## src/hdl/jmcs_pkg.sv

```systemverilog
// ----------------------------------------------------------------------------
// jmcs_pkg
// Types, codes and constants shared by the jog command sequencer files.
// ----------------------------------------------------------------------------
`default_nettype none

package jmcs_pkg;

  // number of axes with sequencer state
  localparam int AXES = 8;
  localparam int AX_IDX_W = (AXES > 1) ? $clog2(AXES) : 1;

  // field widths
  localparam int AXIS_W = 3;
  localparam int DIST_W = 28;
  localparam int MOVE_W = DIST_W + 1;
  localparam int SPEED_W = 7;
  localparam int RQ_W = 4;
  localparam int CFG_IDX_W = 2;
  localparam int CFG_DATA_W = DIST_W;

  // result queue
  localparam int RES_DEPTH = 4;
  localparam int RES_PTR_W = $clog2(RES_DEPTH);
  localparam int RES_CNT_W = $clog2(RES_DEPTH + 1);

  // configuration register indexes
  localparam logic [CFG_IDX_W-1:0] REG_JOG_MODE = 2'd0;
  localparam logic [CFG_IDX_W-1:0] REG_STEP_LEVEL = 2'd1;
  localparam logic [CFG_IDX_W-1:0] REG_STEP_DIST = 2'd2;
  localparam logic [CFG_IDX_W-1:0] REG_JOG_SPEED = 2'd3;

  // jog modes (code 3 is unused and emits no move)
  localparam logic [1:0] MODE_STEP = 2'd0;
  localparam logic [1:0] MODE_DIST = 2'd1;
  localparam logic [1:0] MODE_CONT = 2'd2;

  // opcodes
  localparam logic OP_SCAN = 1'b0;
  localparam logic OP_WRITE = 1'b1;

  // request bit positions
  localparam int RQ_STOP = 0;
  localparam int RQ_FWD = 1;
  localparam int RQ_BWD = 2;
  localparam int RQ_HOME = 3;

  // distance used while a direction is held in continuous mode
  localparam logic [DIST_W-1:0] CONT_DIST = 28'hfffffff;

  typedef enum logic [1:0] {
    CMD_NONE = 2'd0,
    CMD_MOVE = 2'd1,
    CMD_STOP = 2'd2,
    CMD_HOME = 2'd3
  } cmd_e;

  typedef enum logic [1:0] {
    PH_IDLE = 2'd0,
    PH_PEND = 2'd1,
    PH_MOVING = 2'd2,
    PH_STOPPING = 2'd3
  } phase_e;

  typedef struct packed {
    cmd_e                      command;
    logic [AXIS_W-1:0]         target_axis;
    logic signed [MOVE_W-1:0]  move_distance;
    logic [SPEED_W-1:0]        move_speed;
    logic [RQ_W-1:0]           request_state;
    logic                      last;
  } res_t;

  // ten to the power of the step level
  function automatic logic [DIST_W-1:0] decade_dist(input logic [2:0] level);
    logic [DIST_W-1:0] d;
    case (level)
      3'd0: d = 28'd1;
      3'd1: d = 28'd10;
      3'd2: d = 28'd100;
      3'd3: d = 28'd1000;
      3'd4: d = 28'd10000;
      3'd5: d = 28'd100000;
      3'd6: d = 28'd1000000;
      3'd7: d = 28'd10000000;
      default: d = 28'd1;
    endcase
    return d;
  endfunction

endpackage

`default_nettype wire

```

## src/hdl/jmcs_if.sv

```systemverilog
// ----------------------------------------------------------------------------
// jmcs_in_if / jmcs_out_if
// Valid/ready channels for request items and command results.
// ----------------------------------------------------------------------------
`default_nettype none

interface jmcs_in_if;
  logic       valid;
  logic       ready;
  logic       opcode;
  logic [2:0] axis;
  logic       want_stop;
  logic       want_forward;
  logic       want_backward;
  logic       want_home;
  logic       axis_idle;

  modport source (output valid, opcode, axis, want_stop, want_forward, want_backward,
                  want_home, axis_idle, input ready);
  modport sink (input valid, opcode, axis, want_stop, want_forward, want_backward,
                want_home, axis_idle, output ready);
endinterface

interface jmcs_out_if;
  logic               valid;
  logic               ready;
  logic [1:0]         command;
  logic [2:0]         target_axis;
  logic signed [28:0] move_distance;
  logic [6:0]         move_speed;
  logic [3:0]         request_state;
  logic               last;

  modport source (output valid, command, target_axis, move_distance, move_speed,
                  request_state, last, input ready);
  modport sink (input valid, command, target_axis, move_distance, move_speed,
                request_state, last, output ready);
endinterface

`default_nettype wire

```

## src/hdl/jmcs_res_fifo.sv

```systemverilog
// ----------------------------------------------------------------------------
// jmcs_res_fifo
// Small result queue: takes one or two results a cycle, delivers one while the receiver is ready.
// ----------------------------------------------------------------------------
`default_nettype none

module jmcs_res_fifo
  import jmcs_pkg::*;
(
  input  wire logic  clk_i,
  input  wire logic  rst_ni,
  input  wire logic  push0_i,
  input  wire logic  push1_i,
  input  wire res_t  res0_i,
  input  wire res_t  res1_i,
  output logic       space_o,
  jmcs_out_if.source out_o
);

  res_t                 mem_q [RES_DEPTH];
  logic [RES_PTR_W-1:0] wr_ptr_q, wr_ptr_d;
  logic [RES_PTR_W-1:0] rd_ptr_q, rd_ptr_d;
  logic [RES_CNT_W-1:0] count_q, count_d;
  logic [RES_PTR_W-1:0] wr_ptr_nx;
  logic                 pop;
  logic                 push1;
  res_t                 head;

  assign push1 = push0_i & push1_i;
  assign pop = out_o.valid & out_o.ready;
  assign wr_ptr_nx = wr_ptr_q + RES_PTR_W'(1);

  // room for a two-result item
  assign space_o = (count_q <= RES_CNT_W'(RES_DEPTH - 2));

  // pointer and fill bookkeeping
  always_comb begin
    wr_ptr_d = wr_ptr_q + RES_PTR_W'(push0_i) + RES_PTR_W'(push1);
    rd_ptr_d = rd_ptr_q + RES_PTR_W'(pop);
    count_d = count_q + RES_CNT_W'(push0_i) + RES_CNT_W'(push1) - RES_CNT_W'(pop);
  end

  always_ff @(posedge clk_i or negedge rst_ni) begin
    if (!rst_ni) begin
      wr_ptr_q <= '0;
      rd_ptr_q <= '0;
      count_q <= '0;
    end else begin
      wr_ptr_q <= wr_ptr_d;
      rd_ptr_q <= rd_ptr_d;
      count_q <= count_d;
    end
  end

  // storage, no reset
  always_ff @(posedge clk_i) begin
    if (push0_i) begin
      mem_q[wr_ptr_q] <= res0_i;
    end
    if (push1) begin
      mem_q[wr_ptr_nx] <= res1_i;
    end
  end

  // head of queue drives the channel
  assign head = mem_q[rd_ptr_q];
  assign out_o.valid = (count_q != '0);
  assign out_o.command = head.command;
  assign out_o.target_axis = head.target_axis;
  assign out_o.move_distance = head.move_distance;
  assign out_o.move_speed = head.move_speed;
  assign out_o.request_state = head.request_state;
  assign out_o.last = head.last;

endmodule

`default_nettype wire

```

## src/hdl/jog_motion_command_sequencer.sv

```systemverilog
// ----------------------------------------------------------------------------
// jog_motion_command_sequencer
// Per-axis jog request sequencer producing move, stop and homing commands.
// ----------------------------------------------------------------------------
// An accepted request is latched in an input register. From there its axis
// state is read and updated, and one or two results are written into a
// four-entry result queue, once the queue has room. The first result is
// offered on the output after it has passed the input register and been
// stored in the queue. A new request is taken every cycle while the queue
// holds at most two results. A request that yields both a homing and a move
// command gives two results, so the sustained rate is bounded by one result
// per cycle. Output stalls hold the input off once three or more results are
// waiting. Configuration writes are registered and must be made only while
// no requests are in flight.
`default_nettype none

module jog_motion_command_sequencer
  import jmcs_pkg::*;
(
  input  wire logic                  clk_i,
  input  wire logic                  rst_ni,
  input  wire logic                  cfg_we_i,
  input  wire logic [CFG_IDX_W-1:0]  cfg_idx_i,
  input  wire logic [CFG_DATA_W-1:0] cfg_wdata_i,
  jmcs_in_if.sink                    in_i,
  jmcs_out_if.source                 out_o
);

  // configuration registers
  logic [1:0]         jog_mode_q;
  logic [2:0]         step_level_q;
  logic [DIST_W-1:0]  step_dist_q;
  logic [SPEED_W-1:0] jog_speed_q;

  always_ff @(posedge clk_i or negedge rst_ni) begin
    if (!rst_ni) begin
      jog_mode_q <= MODE_STEP;
      step_level_q <= '0;
      step_dist_q <= '0;
      jog_speed_q <= '0;
    end else if (cfg_we_i) begin
      case (cfg_idx_i)
        REG_JOG_MODE:   jog_mode_q <= cfg_wdata_i[1:0];
        REG_STEP_LEVEL: step_level_q <= cfg_wdata_i[2:0];
        REG_STEP_DIST:  step_dist_q <= cfg_wdata_i;
        REG_JOG_SPEED:  jog_speed_q <= cfg_wdata_i[SPEED_W-1:0];
        default: ;
      endcase
    end
  end

  // input register
  logic              s1_valid_q;
  logic              s1_op_q;
  logic [AXIS_W-1:0] s1_axis_q;
  logic [RQ_W-1:0]   s1_want_q;
  logic              s1_idle_q;
  logic              s1_fire;
  logic              fifo_space;

  assign s1_fire = s1_valid_q & fifo_space;
  assign in_i.ready = ~s1_valid_q | s1_fire;

  always_ff @(posedge clk_i or negedge rst_ni) begin
    if (!rst_ni) begin
      s1_valid_q <= 1'b0;
    end else if (in_i.ready) begin
      s1_valid_q <= in_i.valid;
    end
  end

  always_ff @(posedge clk_i) begin
    if (in_i.valid && in_i.ready) begin
      s1_op_q <= in_i.opcode;
      s1_axis_q <= in_i.axis;
      s1_want_q <= {in_i.want_home, in_i.want_backward, in_i.want_forward, in_i.want_stop};
      s1_idle_q <= in_i.axis_idle;
    end
  end

  // per-axis state, read and written at the addressed axis
  phase_e          phase_q [AXES];
  logic            dir_q   [AXES];
  logic [RQ_W-1:0] rq_q    [AXES];

  logic                axis_ok;
  logic [AX_IDX_W-1:0] idx;
  phase_e              ph_rd;
  logic                dir_rd;
  logic [RQ_W-1:0]     rq_rd;

  assign axis_ok = (32'(s1_axis_q) < AXES);
  assign idx = AX_IDX_W'(s1_axis_q);
  assign ph_rd = phase_q[idx];
  assign dir_rd = dir_q[idx];
  assign rq_rd = rq_q[idx];

  // next axis state
  phase_e          ph_mid, ph_d;
  logic            dir_d;
  logic [RQ_W-1:0] rq_mid, rq_d;
  logic            home_emit;

  always_comb begin
    ph_mid = ph_rd;
    dir_d = dir_rd;
    rq_mid = rq_rd;
    home_emit = 1'b0;
    ph_d = ph_rd;
    rq_d = rq_rd;
    if (s1_op_q == OP_WRITE) begin
      rq_d = s1_want_q;
    end else if (rq_rd[RQ_STOP]) begin
      rq_d = '0;
      ph_d = PH_IDLE;
    end else begin
      if (ph_rd == PH_IDLE) begin
        if (rq_rd[RQ_FWD]) begin
          dir_d = 1'b0;
          ph_mid = PH_PEND;
        end
        if (rq_rd[RQ_BWD]) begin
          dir_d = 1'b1;
          ph_mid = PH_PEND;
        end
        if (rq_rd[RQ_HOME]) begin
          home_emit = 1'b1;
          rq_mid[RQ_HOME] = 1'b0;
        end
      end
      if (jog_mode_q != MODE_CONT) begin
        rq_mid[RQ_FWD] = 1'b0;
        rq_mid[RQ_BWD] = 1'b0;
      end
      ph_d = ph_mid;
      rq_d = rq_mid;
      case (ph_mid)
        PH_PEND: ph_d = PH_MOVING;
        PH_MOVING: begin
          if (jog_mode_q == MODE_STEP || jog_mode_q == MODE_DIST) begin
            if (s1_idle_q) begin
              ph_d = PH_IDLE;
              rq_d = '0;
            end
          end else if (jog_mode_q == MODE_CONT) begin
            if (!rq_mid[RQ_FWD] && !rq_mid[RQ_BWD]) begin
              ph_d = PH_STOPPING;
            end
          end
        end
        PH_STOPPING: begin
          if (jog_mode_q == MODE_STEP || jog_mode_q == MODE_DIST) begin
            if (s1_idle_q) begin
              ph_d = PH_IDLE;
              rq_d = '0;
            end
          end else if (jog_mode_q == MODE_CONT) begin
            if (s1_idle_q) begin
              ph_d = PH_IDLE;
            end
          end
        end
        default: ;
      endcase
    end
  end

  always_ff @(posedge clk_i or negedge rst_ni) begin
    if (!rst_ni) begin
      for (int i = 0; i < AXES; i++) begin
        phase_q[i] <= PH_IDLE;
        dir_q[i] <= 1'b0;
        rq_q[i] <= '0;
      end
    end else if (s1_fire && axis_ok) begin
      phase_q[idx] <= ph_d;
      dir_q[idx] <= dir_d;
      rq_q[idx] <= rq_d;
    end
  end

  // result generation
  logic              sec_emit;
  cmd_e              sec_cmd;
  logic [DIST_W-1:0] move_dist;
  logic [MOVE_W-1:0] dist_s;
  res_t              res0, res1;
  logic              push1;

  always_comb begin
    case (jog_mode_q)
      MODE_STEP: move_dist = decade_dist(step_level_q);
      MODE_DIST: move_dist = step_dist_q;
      MODE_CONT: move_dist = CONT_DIST;
      default:   move_dist = '0;
    endcase
    dist_s = dir_d ? (MOVE_W'(0) - MOVE_W'(move_dist)) : MOVE_W'(move_dist);
  end

  always_comb begin
    sec_emit = 1'b0;
    sec_cmd = CMD_NONE;
    if (axis_ok && s1_op_q == OP_SCAN) begin
      if (rq_rd[RQ_STOP]) begin
        sec_emit = 1'b1;
        sec_cmd = CMD_STOP;
      end else if (ph_mid == PH_PEND) begin
        if (jog_mode_q == MODE_STEP || jog_mode_q == MODE_DIST || jog_mode_q == MODE_CONT) begin
          sec_emit = 1'b1;
          sec_cmd = CMD_MOVE;
        end
      end else if (ph_mid == PH_MOVING && jog_mode_q == MODE_CONT &&
                   !rq_mid[RQ_FWD] && !rq_mid[RQ_BWD]) begin
        sec_emit = 1'b1;
        sec_cmd = CMD_STOP;
      end
    end
  end

  always_comb begin
    logic home_ok;
    home_ok = axis_ok && s1_op_q == OP_SCAN && !rq_rd[RQ_STOP] && home_emit;
    res1.command = sec_cmd;
    res1.target_axis = s1_axis_q;
    res1.move_distance = (sec_cmd == CMD_MOVE) ? dist_s : '0;
    res1.move_speed = (sec_cmd == CMD_MOVE) ? jog_speed_q : '0;
    res1.request_state = axis_ok ? rq_d : '0;
    res1.last = 1'b1;
    push1 = home_ok && sec_emit;
    if (home_ok) begin
      res0.command = CMD_HOME;
      res0.target_axis = s1_axis_q;
      res0.move_distance = '0;
      res0.move_speed = '0;
      res0.request_state = rq_d;
      res0.last = ~sec_emit;
    end else if (sec_emit) begin
      res0 = res1;
    end else begin
      res0 = res1;
      res0.command = CMD_NONE;
      res0.move_distance = '0;
      res0.move_speed = '0;
    end
  end

  jmcs_res_fifo u_res_fifo (
    .clk_i   (clk_i),
    .rst_ni  (rst_ni),
    .push0_i (s1_fire),
    .push1_i (push1),
    .res0_i  (res0),
    .res1_i  (res1),
    .space_o (fifo_space),
    .out_o   (out_o)
  );

  // checks
  a_two_results_home_first: assert property (@(posedge clk_i) disable iff (!rst_ni)
    (s1_fire && push1) |-> (res0.command == CMD_HOME && !res0.last && res1.last))
    else $error("two-result item not ordered home then move/stop");

  a_stop_idles_axis: assert property (@(posedge clk_i) disable iff (!rst_ni)
    (s1_fire && axis_ok && s1_op_q == OP_SCAN && rq_rd[RQ_STOP])
      |=> (phase_q[$past(idx)] == PH_IDLE && rq_q[$past(idx)] == '0))
    else $error("stop request did not return axis to idle");

  a_move_only_from_pending: assert property (@(posedge clk_i) disable iff (!rst_ni)
    (s1_fire && sec_cmd == CMD_MOVE) |=> (phase_q[$past(idx)] == PH_MOVING))
    else $error("move issued without entering moving phase");

endmodule

`default_nettype wire

```

## src/flat_wrapper.sv

```systemverilog
// flat-port wrapper written by rule: the top's interface ports become plain ports
module jog_motion_command_sequencer_flat import jmcs_pkg::*;
  (clk_i, rst_ni, cfg_we_i, cfg_idx_i, cfg_wdata_i, in_i_valid, in_i_opcode, in_i_axis, in_i_want_stop, in_i_want_forward, in_i_want_backward, in_i_want_home, in_i_axis_idle, in_i_ready, out_o_valid, out_o_command, out_o_target_axis, out_o_move_distance, out_o_move_speed, out_o_request_state, out_o_last, out_o_ready);
  jmcs_in_if in_i_i ();
  jmcs_out_if out_o_i ();
  input  wire logic clk_i;
  input  wire logic rst_ni;
  input  wire logic cfg_we_i;
  input  wire logic [CFG_IDX_W-1:0] cfg_idx_i;
  input  wire logic [CFG_DATA_W-1:0] cfg_wdata_i;
  input wire logic [$bits(in_i_i.valid)-1:0] in_i_valid;
  input wire logic [$bits(in_i_i.opcode)-1:0] in_i_opcode;
  input wire logic [$bits(in_i_i.axis)-1:0] in_i_axis;
  input wire logic [$bits(in_i_i.want_stop)-1:0] in_i_want_stop;
  input wire logic [$bits(in_i_i.want_forward)-1:0] in_i_want_forward;
  input wire logic [$bits(in_i_i.want_backward)-1:0] in_i_want_backward;
  input wire logic [$bits(in_i_i.want_home)-1:0] in_i_want_home;
  input wire logic [$bits(in_i_i.axis_idle)-1:0] in_i_axis_idle;
  output wire logic [$bits(in_i_i.ready)-1:0] in_i_ready;
  output wire logic [$bits(out_o_i.valid)-1:0] out_o_valid;
  output wire logic [$bits(out_o_i.command)-1:0] out_o_command;
  output wire logic [$bits(out_o_i.target_axis)-1:0] out_o_target_axis;
  output wire logic [$bits(out_o_i.move_distance)-1:0] out_o_move_distance;
  output wire logic [$bits(out_o_i.move_speed)-1:0] out_o_move_speed;
  output wire logic [$bits(out_o_i.request_state)-1:0] out_o_request_state;
  output wire logic [$bits(out_o_i.last)-1:0] out_o_last;
  input wire logic [$bits(out_o_i.ready)-1:0] out_o_ready;
  assign in_i_i.valid = in_i_valid;
  assign in_i_i.opcode = in_i_opcode;
  assign in_i_i.axis = in_i_axis;
  assign in_i_i.want_stop = in_i_want_stop;
  assign in_i_i.want_forward = in_i_want_forward;
  assign in_i_i.want_backward = in_i_want_backward;
  assign in_i_i.want_home = in_i_want_home;
  assign in_i_i.axis_idle = in_i_axis_idle;
  assign in_i_ready = in_i_i.ready;
  assign out_o_valid = out_o_i.valid;
  assign out_o_command = out_o_i.command;
  assign out_o_target_axis = out_o_i.target_axis;
  assign out_o_move_distance = out_o_i.move_distance;
  assign out_o_move_speed = out_o_i.move_speed;
  assign out_o_request_state = out_o_i.request_state;
  assign out_o_last = out_o_i.last;
  assign out_o_i.ready = out_o_ready;
  jog_motion_command_sequencer u_core (.clk_i(clk_i), .rst_ni(rst_ni), .cfg_we_i(cfg_we_i), .cfg_idx_i(cfg_idx_i), .cfg_wdata_i(cfg_wdata_i), .in_i(in_i_i), .out_o(out_o_i));
endmodule
```

## config.mk

```make
export PLATFORM = sky130hd
export DESIGN_NAME = jog_motion_command_sequencer_flat
export DESIGN_NICKNAME = d
export VERILOG_FILES = /design/src/hdl/jmcs_pkg.sv /design/src/hdl/jmcs_if.sv /design/src/hdl/jmcs_res_fifo.sv /design/src/hdl/jog_motion_command_sequencer.sv /design/src/flat_wrapper.sv
export SDC_FILE = /design/constraint.sdc
export NUM_CORES = 1
export LEC_CHECK = 0
export ABC_CLOCK_PERIOD_IN_PS = 9400
export BUFFER_PORTS_ARGS = -buffer_cell sky130_fd_sc_hd__buf_2
export CAP_MARGIN = 10
export CORE_ASPECT_RATIO = 0.5
export CORE_MARGIN = 3
export CORE_UTILIZATION = 47
export DETAILED_ROUTE_END_ITERATION = 6
export GPL_ROUTABILITY_DRIVEN = 0
export PLACE_DENSITY = 0.73
export SETUP_SLACK_MARGIN = 0.02
export SLEW_MARGIN = 20
export SYNTH_ARGS = -nofsm -noshare
export SYNTH_HDL_FRONTEND = slang
export SYNTH_HIERARCHICAL = 1
export SYNTH_SLANG_ARGS = --single-unit
```

## constraint.sdc

```tcl
create_clock -name clk_i -period 9.4 [get_ports clk_i]
set_input_delay 0.47 -clock clk_i [delete_from_list [all_inputs] [get_ports clk_i]]
set_output_delay 0.47 -clock clk_i [all_outputs]
set_load 0.1 [all_outputs]
```

==> results.sh <==
export IMPL_die_w_um=270
export IMPL_finalCritPeriodShare_pct=53.6
export IMPL_num_io_pins=92
export IMPL_r2r_start="u_core/idx[1]$_DFFE_PP_"
export IMPL_critPathRequiredTime_ps=9690
export IMPL_die_area_um2=37200
export IMPL_hold_violations=0
export IMPL_drc=0
export IMPL_ys_ff_latch=297
export IMPL_min_path_type="in2reg"
export IMPL_path_cells="buf_4 -> mux4_2 -> mux2_2 -> or2_1 -> or4_1 -> a21oi_1 -> nand4b_1 -> buf_4 -> mux2_4"
export IMPL_finalClockSkew_ps=10.5
export IMPL_postSynthAreaPerCell_um2=14.1
export IMPL_die_h_um=138
export IMPL_outcome="complete, no violations"
export IMPL_grt_max_degree=65
export IMPL_drv_cap=0
export IMPL_rsz0062_at_grt="false"
export IMPL_worst_pin_slew_ps=1070
export IMPL_setup_viol=0
export IMPL_viasPerCell=5.82
export IMPL_wl_um=36800
export IMPL_worstSkewPairLatency_ps=550
export IMPL_drv_slew=0
export IMPL_drtIter0Drc=892
export IMPL_nets=1289
export IMPL_cp_max_fo=38
export IMPL_crit_top_cell="buf_4"
export IMPL_io_buffers=91
export IMPL_async_flop_share_pct=35.0
export IMPL_synth_most_common_cell="edfxtp_1"
export IMPL_netlist_area_um2=16400
export IMPL_cts_sinks=297
export IMPL_crit_start="u_core/idx[1]$_DFFE_PP_"
export IMPL_netlist_top_cells_area="edfxtp_1, dfrtp_1, mux2_4, mux2_2, mux4_2"
export IMPL_drt_first_pass_iters=5
export IMPL_clock_path_buffers=3
export IMPL_regArea_um2=8400
export IMPL_yosys_most_used_dff="edfxtp_1"
export IMPL_antenna_found_initial=0
export IMPL_post_cts_resized=0
export IMPL_postCtsHoldBufs=1
export IMPL_path_delay_family="simple AND/OR/NAND/NOR gates"
export IMPL_crit_type="reg2reg"
export IMPL_critPathLaunchType="flip-flop"
export IMPL_core_area_um2=33700
export IMPL_hold_start="in_i_want_stop"
export IMPL_r2r_cells=9
export IMPL_r2r_slack_ps=4360
export IMPL_synthCells=1165
export IMPL_crit_buf_inv=2
export IMPL_synth_area_leader_cell="edfxtp_1"
export IMPL_wl_per_cell_um=21.4
export IMPL_grt_overflow_total=0
export IMPL_synth_warnings=6
export IMPL_ys_types=74
export IMPL_htree_num_levels=1
export IMPL_whs_path_depth=1
export IMPL_grt_pass1_wl_um=56800
export IMPL_num_rows=47
export IMPL_tns_ps=0
export IMPL_first_global_vias=10100
export IMPL_vias=10000
export IMPL_crit_path_max_incr_delay_ps=690
export IMPL_multi_input_area_um2=7310
export IMPL_arrival_ps=5330
export IMPL_start_util_pct=48.6
export IMPL_worst_hold_path_endpoint="u_core/s1_want_q[0]$_DFFE_PP_"
export IMPL_synth_edff_count=193
export IMPL_cts_root_buf="clkbuf_16"
export IMPL_post_cts_buffers=0
export IMPL_area_growth_pct=10.1
export IMPL_cts_tree="built"
export IMPL_end_kind="flip-flop"
export IMPL_grt_use_total_pct=19.4
export IMPL_drive_above_1_share_pct=38.5
export IMPL_synth_common_cells="edfxtp_1, mux2_2, mux2_4, nor2_1, dfrtp_1"
export IMPL_path_clk_slew_ps=60
export IMPL_n_fill_cell=2706
export IMPL_cpMaxStageDelayCell="nand4b_1"
export IMPL_slew_headroom_pct=28.6
export IMPL_max_freq_ghz=0.199
export IMPL_ys_seq_area_share_pct=51.3
export IMPL_netlist_area_leader_share_pct=35.4
export IMPL_hpwl_um=23700
export IMPL_detail_route_antenna_nets=0
export IMPL_diodes=0
export IMPL_cts_buffers=29
export IMPL_period_needed_ps=5040
export IMPL_r2r_end="u_core/u_res_fifo/mem_q[2][19]$_DFFE_PP_"
-- state kept, by name, summed over array words and instances (netlist names), 4 cells and up --
register,count
u_core/dir_q,8
u_core/step_dist_q,28
u_core/rq_q,32
u_core/s1_want_q,4
u_core/u_res_fifo/mem_q,184
u_core/jog_speed_q,7
u_core/phase_q,16
-- metal layers --
layer	wire length [um]	track usage [%]
met1	15100	25.0
met2	18300	34.4
met3	2280	3.03
met4	1100	5.65
met5	0	0
-- metrics by stage --
step	worst slack (ps)	hold WS, ps	area (um^2)	utilization (%)	instances
global placement	4550	458	17000	50.6	1666
finish	4360	93.4	18000	53.5	1720
global route	4110	74.3	18000	53.5	1720
detailed placement	4410	469	17000	50.6	1666
CTS	4380	70.7	18000	53.5	1720
floorplan	3950	174	16400	-	1168
-- cells in the final DEF (no fill, tap or decap), types with 8 or more instances in the layout --
cell,instances
nor3_1,17
inv_1,32
mux4_2,58
nor2_1,112
xnor2_1,10
nand2_1,38
a211oi_1,8
mux2i_1,12
mux2_4,121
xor2_1,14
buf_4,23
ha_1,9
edfxtp_1,193
mux2_2,124
o32ai_1,9
nand2b_1,17
clkbuf_16,29
and2_1,8
o21ai_0,25
a21oi_1,51
o21ai_1,11
dfrtp_1,102
buf_2,90
o22ai_1,9
-- cell type report --
class                   count  share of cell area [%]
flip-flops and latches    297                    46.6
multi-input cells         757                    40.6
clock buffers              30                    4.05
repair buffers            114                    3.51
well taps                 465                    3.23
clock inverters            23                    1.31
inverters                  34                   0.708
-- worst max-delay path by stage --
stage	to	slack, ps	depth (start not counted)
after floorplan	u_core/u_res_fifo/mem_q[0][0]$_DFFE_PP_	3950	11
after global placement	u_core/u_res_fifo/mem_q[2][23]$_DFFE_PP_	4550	9
after detailed placement	u_core/u_res_fifo/mem_q[2][19]$_DFFE_PP_	4410	9
after CTS	u_core/u_res_fifo/mem_q[2][19]$_DFFE_PP_	4380	9
after global routing	u_core/u_res_fifo/mem_q[2][19]$_DFFE_PP_	4110	9
final	u_core/u_res_fifo/mem_q[2][19]$_DFFE_PP_	4360	9
-- kinds of logic after synthesis --
| family | count (synthesis) | synth area share (%) |
|---|---|---|
| AO/OA/AOI/OAI | 154 | 6.06 |
| XOR/XNOR | 24 | 1.28 |
| adder cells (fa/ha/maj) | 12 | 1.05 |
| buffers and inverters | 114 | 4.45 |
| flip-flops | 297 | 51.3 |
| multiplexers | 318 | 28.5 |
| other | 1 | 0.0229 |
| AND/OR/NAND/NOR | 245 | 7.29 |
Power is left out: the tool's default activity adds up to more than one toggle a clock period on the data nets, which glitch-free logic cannot reach.
